==> config.mk <==
export PLATFORM = sky130hd
export DESIGN_NAME = music_fade_track_switcher
export DESIGN_NICKNAME = d
export VERILOG_FILES = /design/src/rtl/mfts_pkg.sv /design/src/rtl/mfts_ctrl.sv /design/src/rtl/mfts_dp.sv /design/src/rtl/music_fade_track_switcher.sv
export SDC_FILE = /design/constraint.sdc
export NUM_CORES = 1
export LEC_CHECK = 0
export BUFFER_PORTS_ARGS = -buffer_cell sky130_fd_sc_hd__buf_4
export CORE_AREA = 2 2 173 175
export CTS_CLUSTER_SIZE = 12
export DETAILED_ROUTE_END_ITERATION = 7
export DIE_AREA = 0 0 175 177
export PLACE_DENSITY = 0.72
export SYNTH_ARGS = -nofsm -noshare
export SYNTH_HDL_FRONTEND = slang
export SYNTH_SLANG_ARGS = --single-unit
==> constraint.sdc <==
create_clock -name clock -period 20.1 [get_ports clock]
set_input_delay 3.015 -clock clock [delete_from_list [all_inputs] [get_ports clock]]
set_output_delay 3.015 -clock clock [all_outputs]
set_load 0.01 [all_outputs]
==> src/rtl/mfts_pkg.sv <==
// ----------------------------------------------------------------------------
// mfts_pkg
// Shared types and constants of the music fade track switcher.
// ----------------------------------------------------------------------------
package mfts_pkg;

   // Fade volume range and step.
   localparam logic [10:0] FADE_MAX  = 11'd1024;
   localparam logic [10:0] FADE_STEP = 11'd16;

   // Fixed-point reciprocals of 100, exact for the operand ranges used here.
   // The first is used with a right shift of 24, the second with a shift of 25.
   localparam logic [18:0] RECIP_100_S24 = 19'd167773;
   localparam logic [18:0] RECIP_100_S25 = 19'd335545;

   // Item kinds carried on the request tuser.
   typedef enum logic [2:0] {
      KIND_TICK    = 3'd0,
      KIND_SELECT  = 3'd1,
      KIND_STOP    = 3'd2,
      KIND_PAUSE   = 3'd3,
      KIND_RESUME  = 3'd4,
      KIND_CLEANUP = 3'd5
   } kind_type;

   // Player commands.
   typedef enum logic [2:0] {
      CMD_NONE    = 3'd0,
      CMD_START   = 3'd1,
      CMD_STOP    = 3'd2,
      CMD_HALT    = 3'd3,
      CMD_RESTART = 3'd4
   } player_cmd_type;

   // Configuration register indexes.
   localparam logic CSR_MASTER_VOLUME = 1'b0;
   localparam logic CSR_MUSIC_VOLUME  = 1'b1;

   // Operation of the shared multiplier.
   typedef enum logic [2:0] {
      OP_NONE   = 3'd0,
      OP_MUSIC  = 3'd1,
      OP_RECIP1 = 3'd2,
      OP_MASTER = 3'd3,
      OP_RECIP2 = 3'd4
   } mul_op_type;

   // Controller states.
   typedef enum logic [2:0] {
      ST_IDLE       = 3'd0,
      ST_MUL_MUSIC  = 3'd1,
      ST_MUL_RECIP1 = 3'd2,
      ST_MUL_MASTER = 3'd3,
      ST_MUL_RECIP2 = 3'd4,
      ST_DONE       = 3'd5
   } state_type;

   // Commands from the controller to the datapath.
   typedef struct packed {
      logic       accept;
      mul_op_type op;
      logic       load_out;
   } dp_cmd_type;

endpackage

==> src/rtl/mfts_ctrl.sv <==
// ----------------------------------------------------------------------------
// mfts_ctrl
// Controller: handshakes, multiply sequence and result register valid.
// ----------------------------------------------------------------------------
module mfts_ctrl (
   input  logic                clock,
   input  logic                reset,
   input  logic                req_tvalid,
   output logic                req_tready,
   output logic                rsp_tvalid,
   input  logic                rsp_tready,
   output mfts_pkg::dp_cmd_type cmd
);
   import mfts_pkg::*;

   state_type state_ff;
   state_type state_in;
   logic      rsp_valid_ff;
   logic      rsp_valid_in;
   logic      out_free;

   assign out_free   = !rsp_valid_ff || rsp_tready;
   assign req_tready = (state_ff == ST_IDLE);
   assign rsp_tvalid = rsp_valid_ff;

   always_ff @(posedge clock) begin
      if (reset) begin
         state_ff     <= ST_IDLE;
         rsp_valid_ff <= 1'b0;
      end else begin
         state_ff     <= state_in;
         rsp_valid_ff <= rsp_valid_in;
      end
   end

   always_comb begin
      state_in     = state_ff;
      cmd.accept   = 1'b0;
      cmd.op       = OP_NONE;
      cmd.load_out = 1'b0;
      case (state_ff)
         ST_IDLE: begin
            if (req_tvalid) begin
               cmd.accept = 1'b1;
               state_in   = ST_MUL_MUSIC;
            end
         end
         ST_MUL_MUSIC: begin
            cmd.op   = OP_MUSIC;
            state_in = ST_MUL_RECIP1;
         end
         ST_MUL_RECIP1: begin
            cmd.op   = OP_RECIP1;
            state_in = ST_MUL_MASTER;
         end
         ST_MUL_MASTER: begin
            cmd.op   = OP_MASTER;
            state_in = ST_MUL_RECIP2;
         end
         ST_MUL_RECIP2: begin
            cmd.op   = OP_RECIP2;
            state_in = ST_DONE;
         end
         ST_DONE: begin
            if (out_free) begin
               cmd.load_out = 1'b1;
               state_in     = ST_IDLE;
            end
         end
         default: begin
            state_in = ST_IDLE;
         end
      endcase
   end

   always_comb begin
      rsp_valid_in = rsp_valid_ff;
      if (cmd.load_out) begin
         rsp_valid_in = 1'b1;
      end else if (rsp_tready) begin
         rsp_valid_in = 1'b0;
      end
   end

`ifndef NO_ASSERTIONS
   a_accept_starts: assert property (@(posedge clock) disable iff (reset)
      (req_tvalid && req_tready) |=> (state_ff == ST_MUL_MUSIC))
      else $error("accepted item did not start the multiply sequence");

   a_load_when_free: assert property (@(posedge clock) disable iff (reset)
      cmd.load_out |-> (!rsp_valid_ff || rsp_tready))
      else $error("result register overwritten while still held");

   a_load_sets_valid: assert property (@(posedge clock) disable iff (reset)
      cmd.load_out |=> rsp_valid_ff)
      else $error("loaded result not presented");
`endif

endmodule

==> src/rtl/mfts_dp.sv <==
// ----------------------------------------------------------------------------
// mfts_dp
// Datapath: player state, configuration, shared multiplier, result register.
// ----------------------------------------------------------------------------
module mfts_dp #(
   parameter int TRACK_COUNT = 16
) (
   input  logic                 clock,
   input  logic                 reset,
   input  mfts_pkg::dp_cmd_type cmd,
   input  logic [2:0]           in_kind,
   input  logic [3:0]           in_track,
   input  logic                 csr_wr_en,
   input  logic [0:0]           csr_index,
   input  logic [6:0]           csr_wdata,
   output logic [2:0]           out_player_cmd,
   output logic [3:0]           out_cmd_track,
   output logic [10:0]          out_level,
   output logic                 out_level_written,
   output logic                 out_is_playing,
   output logic                 out_is_paused
);
   import mfts_pkg::*;

   localparam logic [8:0] TRACK_LIMIT = 9'(TRACK_COUNT);

   // Configuration.
   logic [6:0]  master_ff, music_ff;

   // Player state.
   logic [10:0] fade_ff, fade_in;
   logic        playing_ff, playing_in;
   logic        paused_ff, paused_in;
   logic        stop_pend_ff, stop_pend_in;
   logic [3:0]  cur_track_ff, cur_track_in;
   logic        cur_valid_ff, cur_valid_in;
   logic [3:0]  nxt_track_ff, nxt_track_in;
   logic        nxt_valid_ff, nxt_valid_in;
   logic [3:0]  ld_track_ff, ld_track_in;

   // Per-item result held while the level is computed.
   player_cmd_type pcmd_ff, pcmd_in;
   logic [3:0]  ctrk_ff, ctrk_in;
   logic        wrote_ff, wrote_in;

   // Shared multiplier.
   logic [37:0] acc_ff, acc_in;
   logic [18:0] mul_a, mul_b;

   // Result register.
   logic [2:0]  rsp_cmd_ff;
   logic [3:0]  rsp_ctrk_ff;
   logic [10:0] rsp_level_ff;
   logic        rsp_wrote_ff, rsp_play_ff, rsp_pause_ff;

   logic [10:0] fade_dn, fade_up, level_raw, level_sat;
   logic        differ;

   assign fade_dn = (fade_ff > FADE_STEP) ? (fade_ff - FADE_STEP) : '0;
   assign fade_up = ((fade_ff + FADE_STEP) > FADE_MAX) ? FADE_MAX : (fade_ff + FADE_STEP);
   assign differ  = (nxt_valid_ff != cur_valid_ff) ||
                    (nxt_valid_ff && (nxt_track_ff != cur_track_ff));

   always_ff @(posedge clock) begin
      if (reset) begin
         master_ff    <= 7'd100;
         music_ff     <= 7'd100;
         fade_ff      <= FADE_MAX;
         playing_ff   <= 1'b0;
         paused_ff    <= 1'b0;
         stop_pend_ff <= 1'b0;
         cur_track_ff <= '0;
         cur_valid_ff <= 1'b0;
         nxt_track_ff <= '0;
         nxt_valid_ff <= 1'b0;
         ld_track_ff  <= '0;
      end else begin
         if (csr_wr_en && (csr_index == CSR_MASTER_VOLUME)) begin
            master_ff <= csr_wdata;
         end
         if (csr_wr_en && (csr_index == CSR_MUSIC_VOLUME)) begin
            music_ff <= csr_wdata;
         end
         fade_ff      <= fade_in;
         playing_ff   <= playing_in;
         paused_ff    <= paused_in;
         stop_pend_ff <= stop_pend_in;
         cur_track_ff <= cur_track_in;
         cur_valid_ff <= cur_valid_in;
         nxt_track_ff <= nxt_track_in;
         nxt_valid_ff <= nxt_valid_in;
         ld_track_ff  <= ld_track_in;
      end
   end

   // Event handling, applied at the transfer of an item.
   always_comb begin
      fade_in      = fade_ff;
      playing_in   = playing_ff;
      paused_in    = paused_ff;
      stop_pend_in = stop_pend_ff;
      cur_track_in = cur_track_ff;
      cur_valid_in = cur_valid_ff;
      nxt_track_in = nxt_track_ff;
      nxt_valid_in = nxt_valid_ff;
      ld_track_in  = ld_track_ff;
      pcmd_in      = pcmd_ff;
      ctrk_in      = ctrk_ff;
      wrote_in     = wrote_ff;
      if (cmd.accept) begin
         pcmd_in  = CMD_NONE;
         ctrk_in  = '0;
         wrote_in = 1'b0;
         case (in_kind)
            KIND_TICK: begin
               if (stop_pend_ff) begin
                  if (playing_ff) begin
                     fade_in  = fade_dn;
                     wrote_in = 1'b1;
                     if (fade_dn == '0) begin
                        pcmd_in      = CMD_STOP;
                        playing_in   = 1'b0;
                        paused_in    = 1'b0;
                        stop_pend_in = 1'b0;
                        cur_valid_in = 1'b0;
                        nxt_valid_in = 1'b0;
                     end
                  end else begin
                     stop_pend_in = 1'b0;
                  end
               end else if (differ) begin
                  if (!playing_ff) begin
                     if (nxt_valid_ff) begin
                        ld_track_in  = nxt_track_ff;
                        pcmd_in      = CMD_START;
                        ctrk_in      = nxt_track_ff;
                        wrote_in     = 1'b1;
                        playing_in   = 1'b1;
                        cur_track_in = nxt_track_ff;
                        cur_valid_in = 1'b1;
                     end else begin
                        cur_valid_in = 1'b0;
                     end
                  end else begin
                     fade_in  = fade_dn;
                     wrote_in = 1'b1;
                     if (fade_dn == '0) begin
                        pcmd_in    = CMD_STOP;
                        playing_in = 1'b0;
                        paused_in  = 1'b0;
                     end
                  end
               end else if (fade_ff < FADE_MAX) begin
                  fade_in  = fade_up;
                  wrote_in = 1'b1;
               end
            end
            KIND_SELECT: begin
               if ({5'b0, in_track} < TRACK_LIMIT) begin
                  nxt_track_in = in_track;
                  nxt_valid_in = 1'b1;
               end
            end
            KIND_STOP: begin
               stop_pend_in = 1'b1;
            end
            KIND_PAUSE: begin
               if (playing_ff && !paused_ff) begin
                  pcmd_in   = CMD_HALT;
                  paused_in = 1'b1;
               end
            end
            KIND_RESUME: begin
               if (playing_ff && paused_ff) begin
                  pcmd_in   = CMD_RESTART;
                  ctrk_in   = ld_track_ff;
                  paused_in = 1'b0;
               end
            end
            KIND_CLEANUP: begin
               if (playing_ff) begin
                  pcmd_in    = CMD_STOP;
                  playing_in = 1'b0;
                  paused_in  = 1'b0;
               end
               stop_pend_in = 1'b0;
               cur_valid_in = 1'b0;
               nxt_valid_in = 1'b0;
               fade_in      = FADE_MAX;
            end
            default: begin
            end
         endcase
      end
   end

   // Level = ((fade * music) / 100 * master) / 100, each divide done as a
   // multiply by a reciprocal and a shift, one multiply per cycle.
   always_comb begin
      mul_a = '0;
      mul_b = '0;
      case (cmd.op)
         OP_MUSIC: begin
            mul_a = {8'b0, fade_ff};
            mul_b = {12'b0, music_ff};
         end
         OP_RECIP1: begin
            mul_a = {2'b0, acc_ff[16:0]};
            mul_b = RECIP_100_S24;
         end
         OP_MASTER: begin
            mul_a = {8'b0, acc_ff[34:24]};
            mul_b = {12'b0, master_ff};
         end
         OP_RECIP2: begin
            mul_a = {1'b0, acc_ff[17:0]};
            mul_b = RECIP_100_S25;
         end
         default: begin
         end
      endcase
      acc_in = (cmd.op == OP_NONE) ? acc_ff : (mul_a * mul_b);
   end

   assign level_raw = acc_ff[35:25];
   assign level_sat = (level_raw > FADE_MAX) ? FADE_MAX : level_raw;

   always_ff @(posedge clock) begin
      pcmd_ff  <= pcmd_in;
      ctrk_ff  <= ctrk_in;
      wrote_ff <= wrote_in;
      acc_ff   <= acc_in;
      if (cmd.load_out) begin
         rsp_cmd_ff   <= pcmd_ff;
         rsp_ctrk_ff  <= ctrk_ff;
         rsp_level_ff <= wrote_ff ? level_sat : '0;
         rsp_wrote_ff <= wrote_ff;
         rsp_play_ff  <= playing_ff;
         rsp_pause_ff <= paused_ff;
      end
   end

   assign out_player_cmd    = rsp_cmd_ff;
   assign out_cmd_track     = rsp_ctrk_ff;
   assign out_level         = rsp_level_ff;
   assign out_level_written = rsp_wrote_ff;
   assign out_is_playing    = rsp_play_ff;
   assign out_is_paused     = rsp_pause_ff;

`ifndef NO_ASSERTIONS
   a_fade_range: assert property (@(posedge clock) disable iff (reset)
      fade_ff <= FADE_MAX)
      else $error("fade volume beyond full scale");

   a_paused_needs_playing: assert property (@(posedge clock) disable iff (reset)
      paused_ff |-> playing_ff)
      else $error("paused while not playing");
`endif

endmodule

==> src/rtl/music_fade_track_switcher.sv <==
// ----------------------------------------------------------------------------
// music_fade_track_switcher
// Background-music fade controller and track switcher, top level.
// ----------------------------------------------------------------------------
// Each request transfer carries one event (tick, select track, stop request,
// pause, resume or clean up) and produces exactly one response transfer with
// the player command, its track, the scaled level and the playing and paused
// flags. The block works on one item at a time: the idle state accepts the
// event and updates the player state, the multiply states use a single shared
// multiplier to form fade * music, the divide by 100, the product with master
// and the second divide by 100, and the done state loads the response
// register. The
// response register lets a finished result wait on the output while the next
// event is accepted and worked on; only its final load waits for the register
// to be free. Volume writes on the csr port take effect at once and are meant
// for times when no item is in flight.
// ----------------------------------------------------------------------------
module music_fade_track_switcher #(
   parameter int TRACK_COUNT = 16
) (
   input  logic        clock,
   input  logic        reset,
   // Request channel.
   input  logic        req_tvalid,
   output logic        req_tready,
   input  logic [7:0]  req_tdata,   // [3:0] track, [7:4] zero
   input  logic [2:0]  req_tuser,   // [2:0] kind
   // Response channel.
   output logic        rsp_tvalid,
   input  logic        rsp_tready,
   output logic [23:0] rsp_tdata,   // [2:0] player_cmd, [6:3] cmd_track,
                                    // [17:7] level, [18] is_playing,
                                    // [19] is_paused, [23:20] zero
   output logic [0:0]  rsp_tuser,   // [0] level_written
   // Configuration port: index 0 master volume, index 1 music volume.
   input  logic        csr_wr_en,
   input  logic [0:0]  csr_index,
   input  logic [6:0]  csr_wdata
);
   import mfts_pkg::*;

   dp_cmd_type  dp_cmd;
   logic [2:0]  player_cmd;
   logic [3:0]  cmd_track;
   logic [10:0] level;
   logic        level_written;
   logic        is_playing;
   logic        is_paused;

   // The controller sequences every transfer and the multiply passes.
   mfts_ctrl u_ctrl (
      .clock      (clock),
      .reset      (reset),
      .req_tvalid (req_tvalid),
      .req_tready (req_tready),
      .rsp_tvalid (rsp_tvalid),
      .rsp_tready (rsp_tready),
      .cmd        (dp_cmd)
   );

   // The datapath holds the player state, the volumes and the result.
   mfts_dp #(
      .TRACK_COUNT (TRACK_COUNT)
   ) u_dp (
      .clock             (clock),
      .reset             (reset),
      .cmd               (dp_cmd),
      .in_kind           (req_tuser),
      .in_track          (req_tdata[3:0]),
      .csr_wr_en         (csr_wr_en),
      .csr_index         (csr_index),
      .csr_wdata         (csr_wdata),
      .out_player_cmd    (player_cmd),
      .out_cmd_track     (cmd_track),
      .out_level         (level),
      .out_level_written (level_written),
      .out_is_playing    (is_playing),
      .out_is_paused     (is_paused)
   );

   // Pack the response fields, lowest field in the lowest bits.
   assign rsp_tdata = {4'b0, is_paused, is_playing, level, cmd_track, player_cmd};
   assign rsp_tuser = level_written;

endmodule
==> flow_summary.ini, run 1 <==
[synth]
yosys-top-cells-area = fa_1 33%, edfxtp_1 12%, ha_1 12%, inv_1 10%, dfxtp_1 5.9%
syn_inst = 1558
synth_xor_area_share_pct = 2.39
postSynth.asyncResetShare_pct = 0
ys_seq_area_share_pct = 18.3
yosys.area_share.simple_pct = 12.9
synth-compound-area-share_pct = 8.42
synth_edf_count = 59
yosysTopAreaCell = fa_1
synth_top_family_by_area = adder cells
synth_top_area_share_pct = 32.9
synthAdderAreaFrac_pct = 44.8
syn_area_um2 = 14300
synth.distinct_cells = 69
ys_seq_elements = 101
synthMuxAreaShare_pct = 1.37
synth-main-ff-cell = edfxtp_1
ys_warn_count = 0
synth_area_per_cell_um2 = 9.17

[timing]
tns_ps = 0
relSlewSlack_pct = 24.3
finalSetupViolCount = 0
max_freq_mhz = 115
maxSlewViolCount = 0
worst_pin_slew_ps = 1120
rsz0062_at_grt = false
hold_viol_final = 0
fin_crit_ps = 8700
finalCritPeriodShare_pct = 43.3
fin_skew_ps = 5.76

[cells_and_area]
drive_above_1_share_pct = 6.28
diodes = 0
nets = 1982
final_common_cell = inv_1
fillers = 2618
layout_common_cells = 395 x inv_1, 235 x fa_1, 139 x nand2_1
area_delta_synth_final_pct = 7.16

[setup_path]
cp.arrival_ps = 8800
critPathBufInv = 7
crit_type = reg2reg
endpoint_kind = flip-flop
cp_top_family = adder cells
worstPathMaxFanout = 25
worst-endpoint-required_ps = 20200
max_stage_delay_ps = 700
cp_slowest_cell = and2_1
crit_top_cell = fa_1
critPathLaunchType = flip-flop

[drt]
dr.first_iter.drc_count = 839
finalWirelength_mm = 33.7
via_per_inst = 5.31
num_vias = 10500
drcViolationCount = 0
wl_per_cell_um = 17.0
firstDrtPassIters = 5
ant_nets = 0

[grt]
grt_busiest_layer = met2
grt_pass1_vias = 10900
grt_max_degree = 41
met1_usage_pct = 31.1
overflow = 0
antenna_found_initial = 0
use_met2_pct = 38.0
grtUsageMet3_pct = 4.42
grt.total_usage_pct = 23.0
grt_pass1_wl_mm = 55.5

[placed_design]
dpl.hpwl_mm = 27.9
io_buffers = 42
finalWeightedCongestion = 0.911

[pwr]
leakage_nw = 7.90
powerDensity_nw_per_um2 = 82.2
ir_drop_mv = 0.0646
finalPower_w = 0.00126

[clocking]
post-cts-setup-buffers = 0
cts.sinks = 101
clock_latency_ps = 350
cts_root_buf = clkbuf_16
cts_tree = yes
cts_resized = 0
htree_levels = 3
clockBufferDepth = 2
hold_buffers = 0
path_clk_slew_ps = 70
numCtsBuffers = 9

[flow_run]
drv_cap = 0

[floorplan]
start_util_pct = 48.9
fp.dieH_um = 177
io_pins = 51
die_area_um2 = 31000
coreArea_um2 = 29200
die_w_um = 175
rows = 63

[outcome]
status = completed

[hold_path]
hp-class = reg2reg
## cell usage after synthesis, drive strengths merged, types with 3 or more instances
cell	count
a211o	6
a211oi	3
a21boi	5
a21o	15
a21oi	70
a22o	4
a22oi	7
and2	31
and3	14
buf	17
clkbuf	29
dfxtp	42
edfxtp	59
fa	235
ha	135
inv	395
mux2	12
mux2i	6
nand2	140
nand2b	5
nand3	19
nand3b	3
nand4	3
nor2	120
nor2b	11
nor3	25
nor3b	6
nor4	8
o21a	8
o21ai	49
o21bai	4
o22ai	3
o31a	3
or3	4
xnor2	26
xor2	13
## through the flow
step	area, um2	setup WS (ps)	hold slack (ps)	cells	util (%)
floorplan	14300	13310	400	1572	-
global placement	15000	11590	405	1967	51.3
detailed placement	15000	11460	405	1967	51.3
CTS	15300	11430	420	1983	52.4
global route	15300	10920	429	1983	52.4
finish	15300	11400	416	1983	52.4
## metal layers
layer / wire [um] / vias up / part of all wire [%]
met2: 16000 / 357 / 48
met3: 2580 / 47 / 7.6
met1: 14300 / 5268 / 42
met5: 0 / - / 0
met4: 810 / 0 / 2.4
li1: - / 4852 / -
## flip-flops by register name (all words and copies together) (netlist names), 7 cells and up
register / cells
u_dp.acc_ff: 30
u_dp.fade_ff: 11
u_dp.master_ff: 7
u_dp.music_ff: 7
u_dp.out_level: 11
## path summary, 6_finish.rpt
kind | startpoint | end | slack (ps) | cells past startpoint
max reg2reg | u_ctrl.state_ff[0]$_SDFFE_PP0P_ | u_dp.acc_ff[33]$_DFFE_PP_ | 11400 | 27
max | u_ctrl.state_ff[0]$_SDFFE_PP0P_ | u_dp.acc_ff[33]$_DFFE_PP_ | 11400 | 27
min | u_dp.pcmd_ff[1]$_DFFE_PP_ | u_dp.out_player_cmd[1]$_DFFE_PP_ | 420 | 0
min reg2reg | u_dp.pcmd_ff[1]$_DFFE_PP_ | u_dp.out_player_cmd[1]$_DFFE_PP_ | 420 | 0
## logic make-up after synthesis
kind of cell | Yosys count
flops | 101
fa+ha+maj | 370
compound gates | 190
simple gates | 396
buf+inv | 442
xor+xnor | 39
other cells | 2
mux | 18
## cell type report
cell class / count / area [um2] / area share (%)
Sequential cell: 101 / 2610 / 17.1
Timing Repair Buffer: 51 / 383 / 2.50
Multi-Input combinational cell: 1029 / 10000 / 65.5
Clock buffer: 10 / 239 / 1.56
Inverter: 396 / 1490 / 9.71
Tap cell: 390 / 488 / 3.19
Clock inverter: 6 / 68.8 / 0.449
## power breakdown
part           leakage [nW]  internal, W  switching, W
clock                 0.146     0.000101     0.0000802
sequential            0.900     0.000267     0.0000336
combinational          6.86     0.000296      0.000480
total                  7.90     0.000664      0.000594
Note: power is estimated with default switching activity, not from simulation.
==> run 2, diff against run 1 <==
Settings changed: ABC_AREA set to 1, CORE_AREA 2 2 173 175 to 2 2 174 176, DIE_AREA 0 0 175 177 to 0 0 176 178, PLACE_DENSITY 0.72 to 0.74.
Clock period 20.1 ns to 8 ns, I/O delays scaled along.
==> flow_summary.ini, run 2 <==
[floorplan]
die_area_um2 = 31300
io_pins = 51
die_w_um = 176
fp.dieH_um = 178
coreArea_um2 = 29400
rows = 63
start_util_pct = 49.5

[synth]
ys_seq_area_share_pct = 17.9
syn_area_um2 = 14600
ys_warn_count = 0
syn_inst = 1712
synth-main-ff-cell = edfxtp_1
synth_top_area_share_pct = 32.3
synth_area_per_cell_um2 = 8.50
synthTopCellsByCount = 497 x inv_1, 235 x fa_1, 210 x nor2_1
synth.most_common_cell = inv_1
synth_edf_count = 59
yosysTopAreaCell = fa_1
synth.distinct_cells = 53
ys_seq_elements = 101
yosys-top-cells-area = fa_1 32%, inv_1 13%, edfxtp_1 12%, ha_1 12%, dfxtp_1 5.8%
postSynth.asyncResetShare_pct = 0

[setup_path]
cp_top_family = adder cells
endpoint_kind = flip-flop
critPathBufInv = 5
worstPathMaxFanout = 13
critPathLaunchType = flip-flop
cp.arrival_ps = 6980
crit_top_cell = fa_1
crit_type = reg2reg
cp_slowest_cell = a221oi_2
max_stage_delay_ps = 600
worst-endpoint-required_ps = 8110

[cells_and_area]
diodes = 0
nets = 2151
utilization_pct = 53.0
largest_reg_flops = 30
layout_common_cells = 497 x inv_1, 235 x fa_1, 209 x nor2_1
drive_above_1_share_pct = 6.70
area_delta_synth_final_pct = 6.94
stdcell_count = 2152
final_common_cell = inv_1
top_register = u_dp.acc_ff

[pwr]
finalPower_w = 0.00416
powerDensity_nw_per_um2 = 267
ir_drop_mv = 0.227
leakage_nw = 8.12

[clocking]
clockBufferDepth = 2
clock_latency_ps = 370
cts_root_buf = clkbuf_16
hold_buffers = 0
numCtsBuffers = 9
cts.sinks = 101
path_clk_slew_ps = 80
htree_levels = 3
cts_tree = yes
post-cts-setup-buffers = 0
cts_resized = 0

[grt]
grt_max_degree = 31
grt_pass1_wl_mm = 59.0
overflow = 0
grt_pass1_vias = 11600
grt.total_usage_pct = 24.4
antenna_found_initial = 0

[placed_design]
finalWeightedCongestion = 0.950
io_buffers = 42
dp.cells = 2136
dpl.hpwl_mm = 30.3

[drt]
via_per_inst = 5.18
drt-met1-wl_mm = 14.1
firstDrtPassIters = 5
num_vias = 11200
top_layer = met4
ant_nets = 0
dr.first_iter.drc_count = 939
wl_met2_mm = 17.7
finalWirelength_mm = 35.7
drcViolationCount = 0
wl_met3_mm = 2.58
wl_per_cell_um = 16.6

[timing]
finalSetupViolCount = 0
relSlewSlack_pct = 32.8
tns_ps = 0
worst_pin_slew_ps = 1010
max_freq_mhz = 145
holdWs_ps = 425
fin_skew_ps = 13.2
hold_viol_final = 0
rsz0062_at_grt = false
finalCritPeriodShare_pct = 85.9
fin_crit_ps = 6880
maxSlewViolCount = 0

[hold_path]
hp-class = reg2reg

[outcome]
status = completed

[flow_run]
drv_cap = 0
-- run 2: cell count changes after synthesis, sizes merged, moves of 16 or more --
cell / previous run / this run
xnor2: 26 / 10
nor2: 120 / 226
clkbuf: 29 / 9
inv: 395 / 513
and2: 31 / 2
nand3: 19 / 48
nand2: 140 / 204
nor3: 25 / 7
-- run 2: logic make-up (layout without fill, tap and decap cells) --
group | Yosys count | after routing | synth area share [%]
buf+inv | 540 | 576 | 14.4
simple gates | 511 | 511 | 15.1
fa+ha+maj | 370 | 370 | 43.9
compound gates | 155 | 155 | 6.63
flops | 101 | 101 | 17.9
xor+xnor | 33 | 33 | 1.98
other cells | 2 | 16 | 0.0516
-- run 2: routing by layer --
metal / track usage, % / up-vias
li1: - / 5194
met1: 30.8 / 5412
met2: 42.4 / 476
met3: 4.03 / 76
met4: 8.88 / 0
met5: 0 / -
-- run 2: final cells by class --
cell class	instances	area, um2
clock buffer	9	225
clock inverter	7	62.6
fill	2659	13800
inverter	513	1930
multi-input combinational	1085	9900
sequential	101	2610
tap	390	488
timing repair buffer	47	353
-- run 2: report_power, final --
| group | total (W) | switching (W) | internal, W |
|---|---|---|---|
| logic | 0.00292 | 0.00189 | 0.00103 |
| registers | 0.000787 | 0.0000796 | 0.000707 |
| clock network | 0.000453 | 0.000234 | 0.000219 |
-- run 2: worst paths after layout --
kind,from,end,slack (ps),cells after the start
hold reg to reg,u_dp.ctrk_ff[2]$_DFFE_PP_,u_dp.out_cmd_track[2]$_DFFE_PP_,430,0
setup / recovery,u_ctrl.state_ff[2]$_SDFFE_PP0P_,u_dp.acc_ff[26]$_DFFE_PP_,1120,25
setup reg to reg,u_ctrl.state_ff[2]$_SDFFE_PP0P_,u_dp.acc_ff[26]$_DFFE_PP_,1120,25
hold / removal,u_dp.ctrk_ff[2]$_DFFE_PP_,u_dp.out_cmd_track[2]$_DFFE_PP_,430,0
-- run 2: worst register-to-register path, delay by kind of cell, from the launching register on --
kind / cells / cell delay, ps
XOR/XNOR: 1 / 110
buffers and inverters: 5 / 360
adder cells (fa/ha/maj): 7 / 3290
AND/OR/NAND/NOR: 7 / 1040
flip-flops: 1 / 490
AO/OA/AOI/OAI: 5 / 1340
-- run 2: per-stage QoR --
| stage | cell area [um2] | setup slack [ps] |
|---|---|---|
| 2_1_floorplan | 14600 | 1970 |
| 3_3_place_gp | 15300 | 1300 |
| 3_5_place_dp | 15300 | 1230 |
| 4_1_cts | 15600 | 1200 |
| 5_1_grt | 15600 | 744 |
| 6_report | 15600 | 1120 |
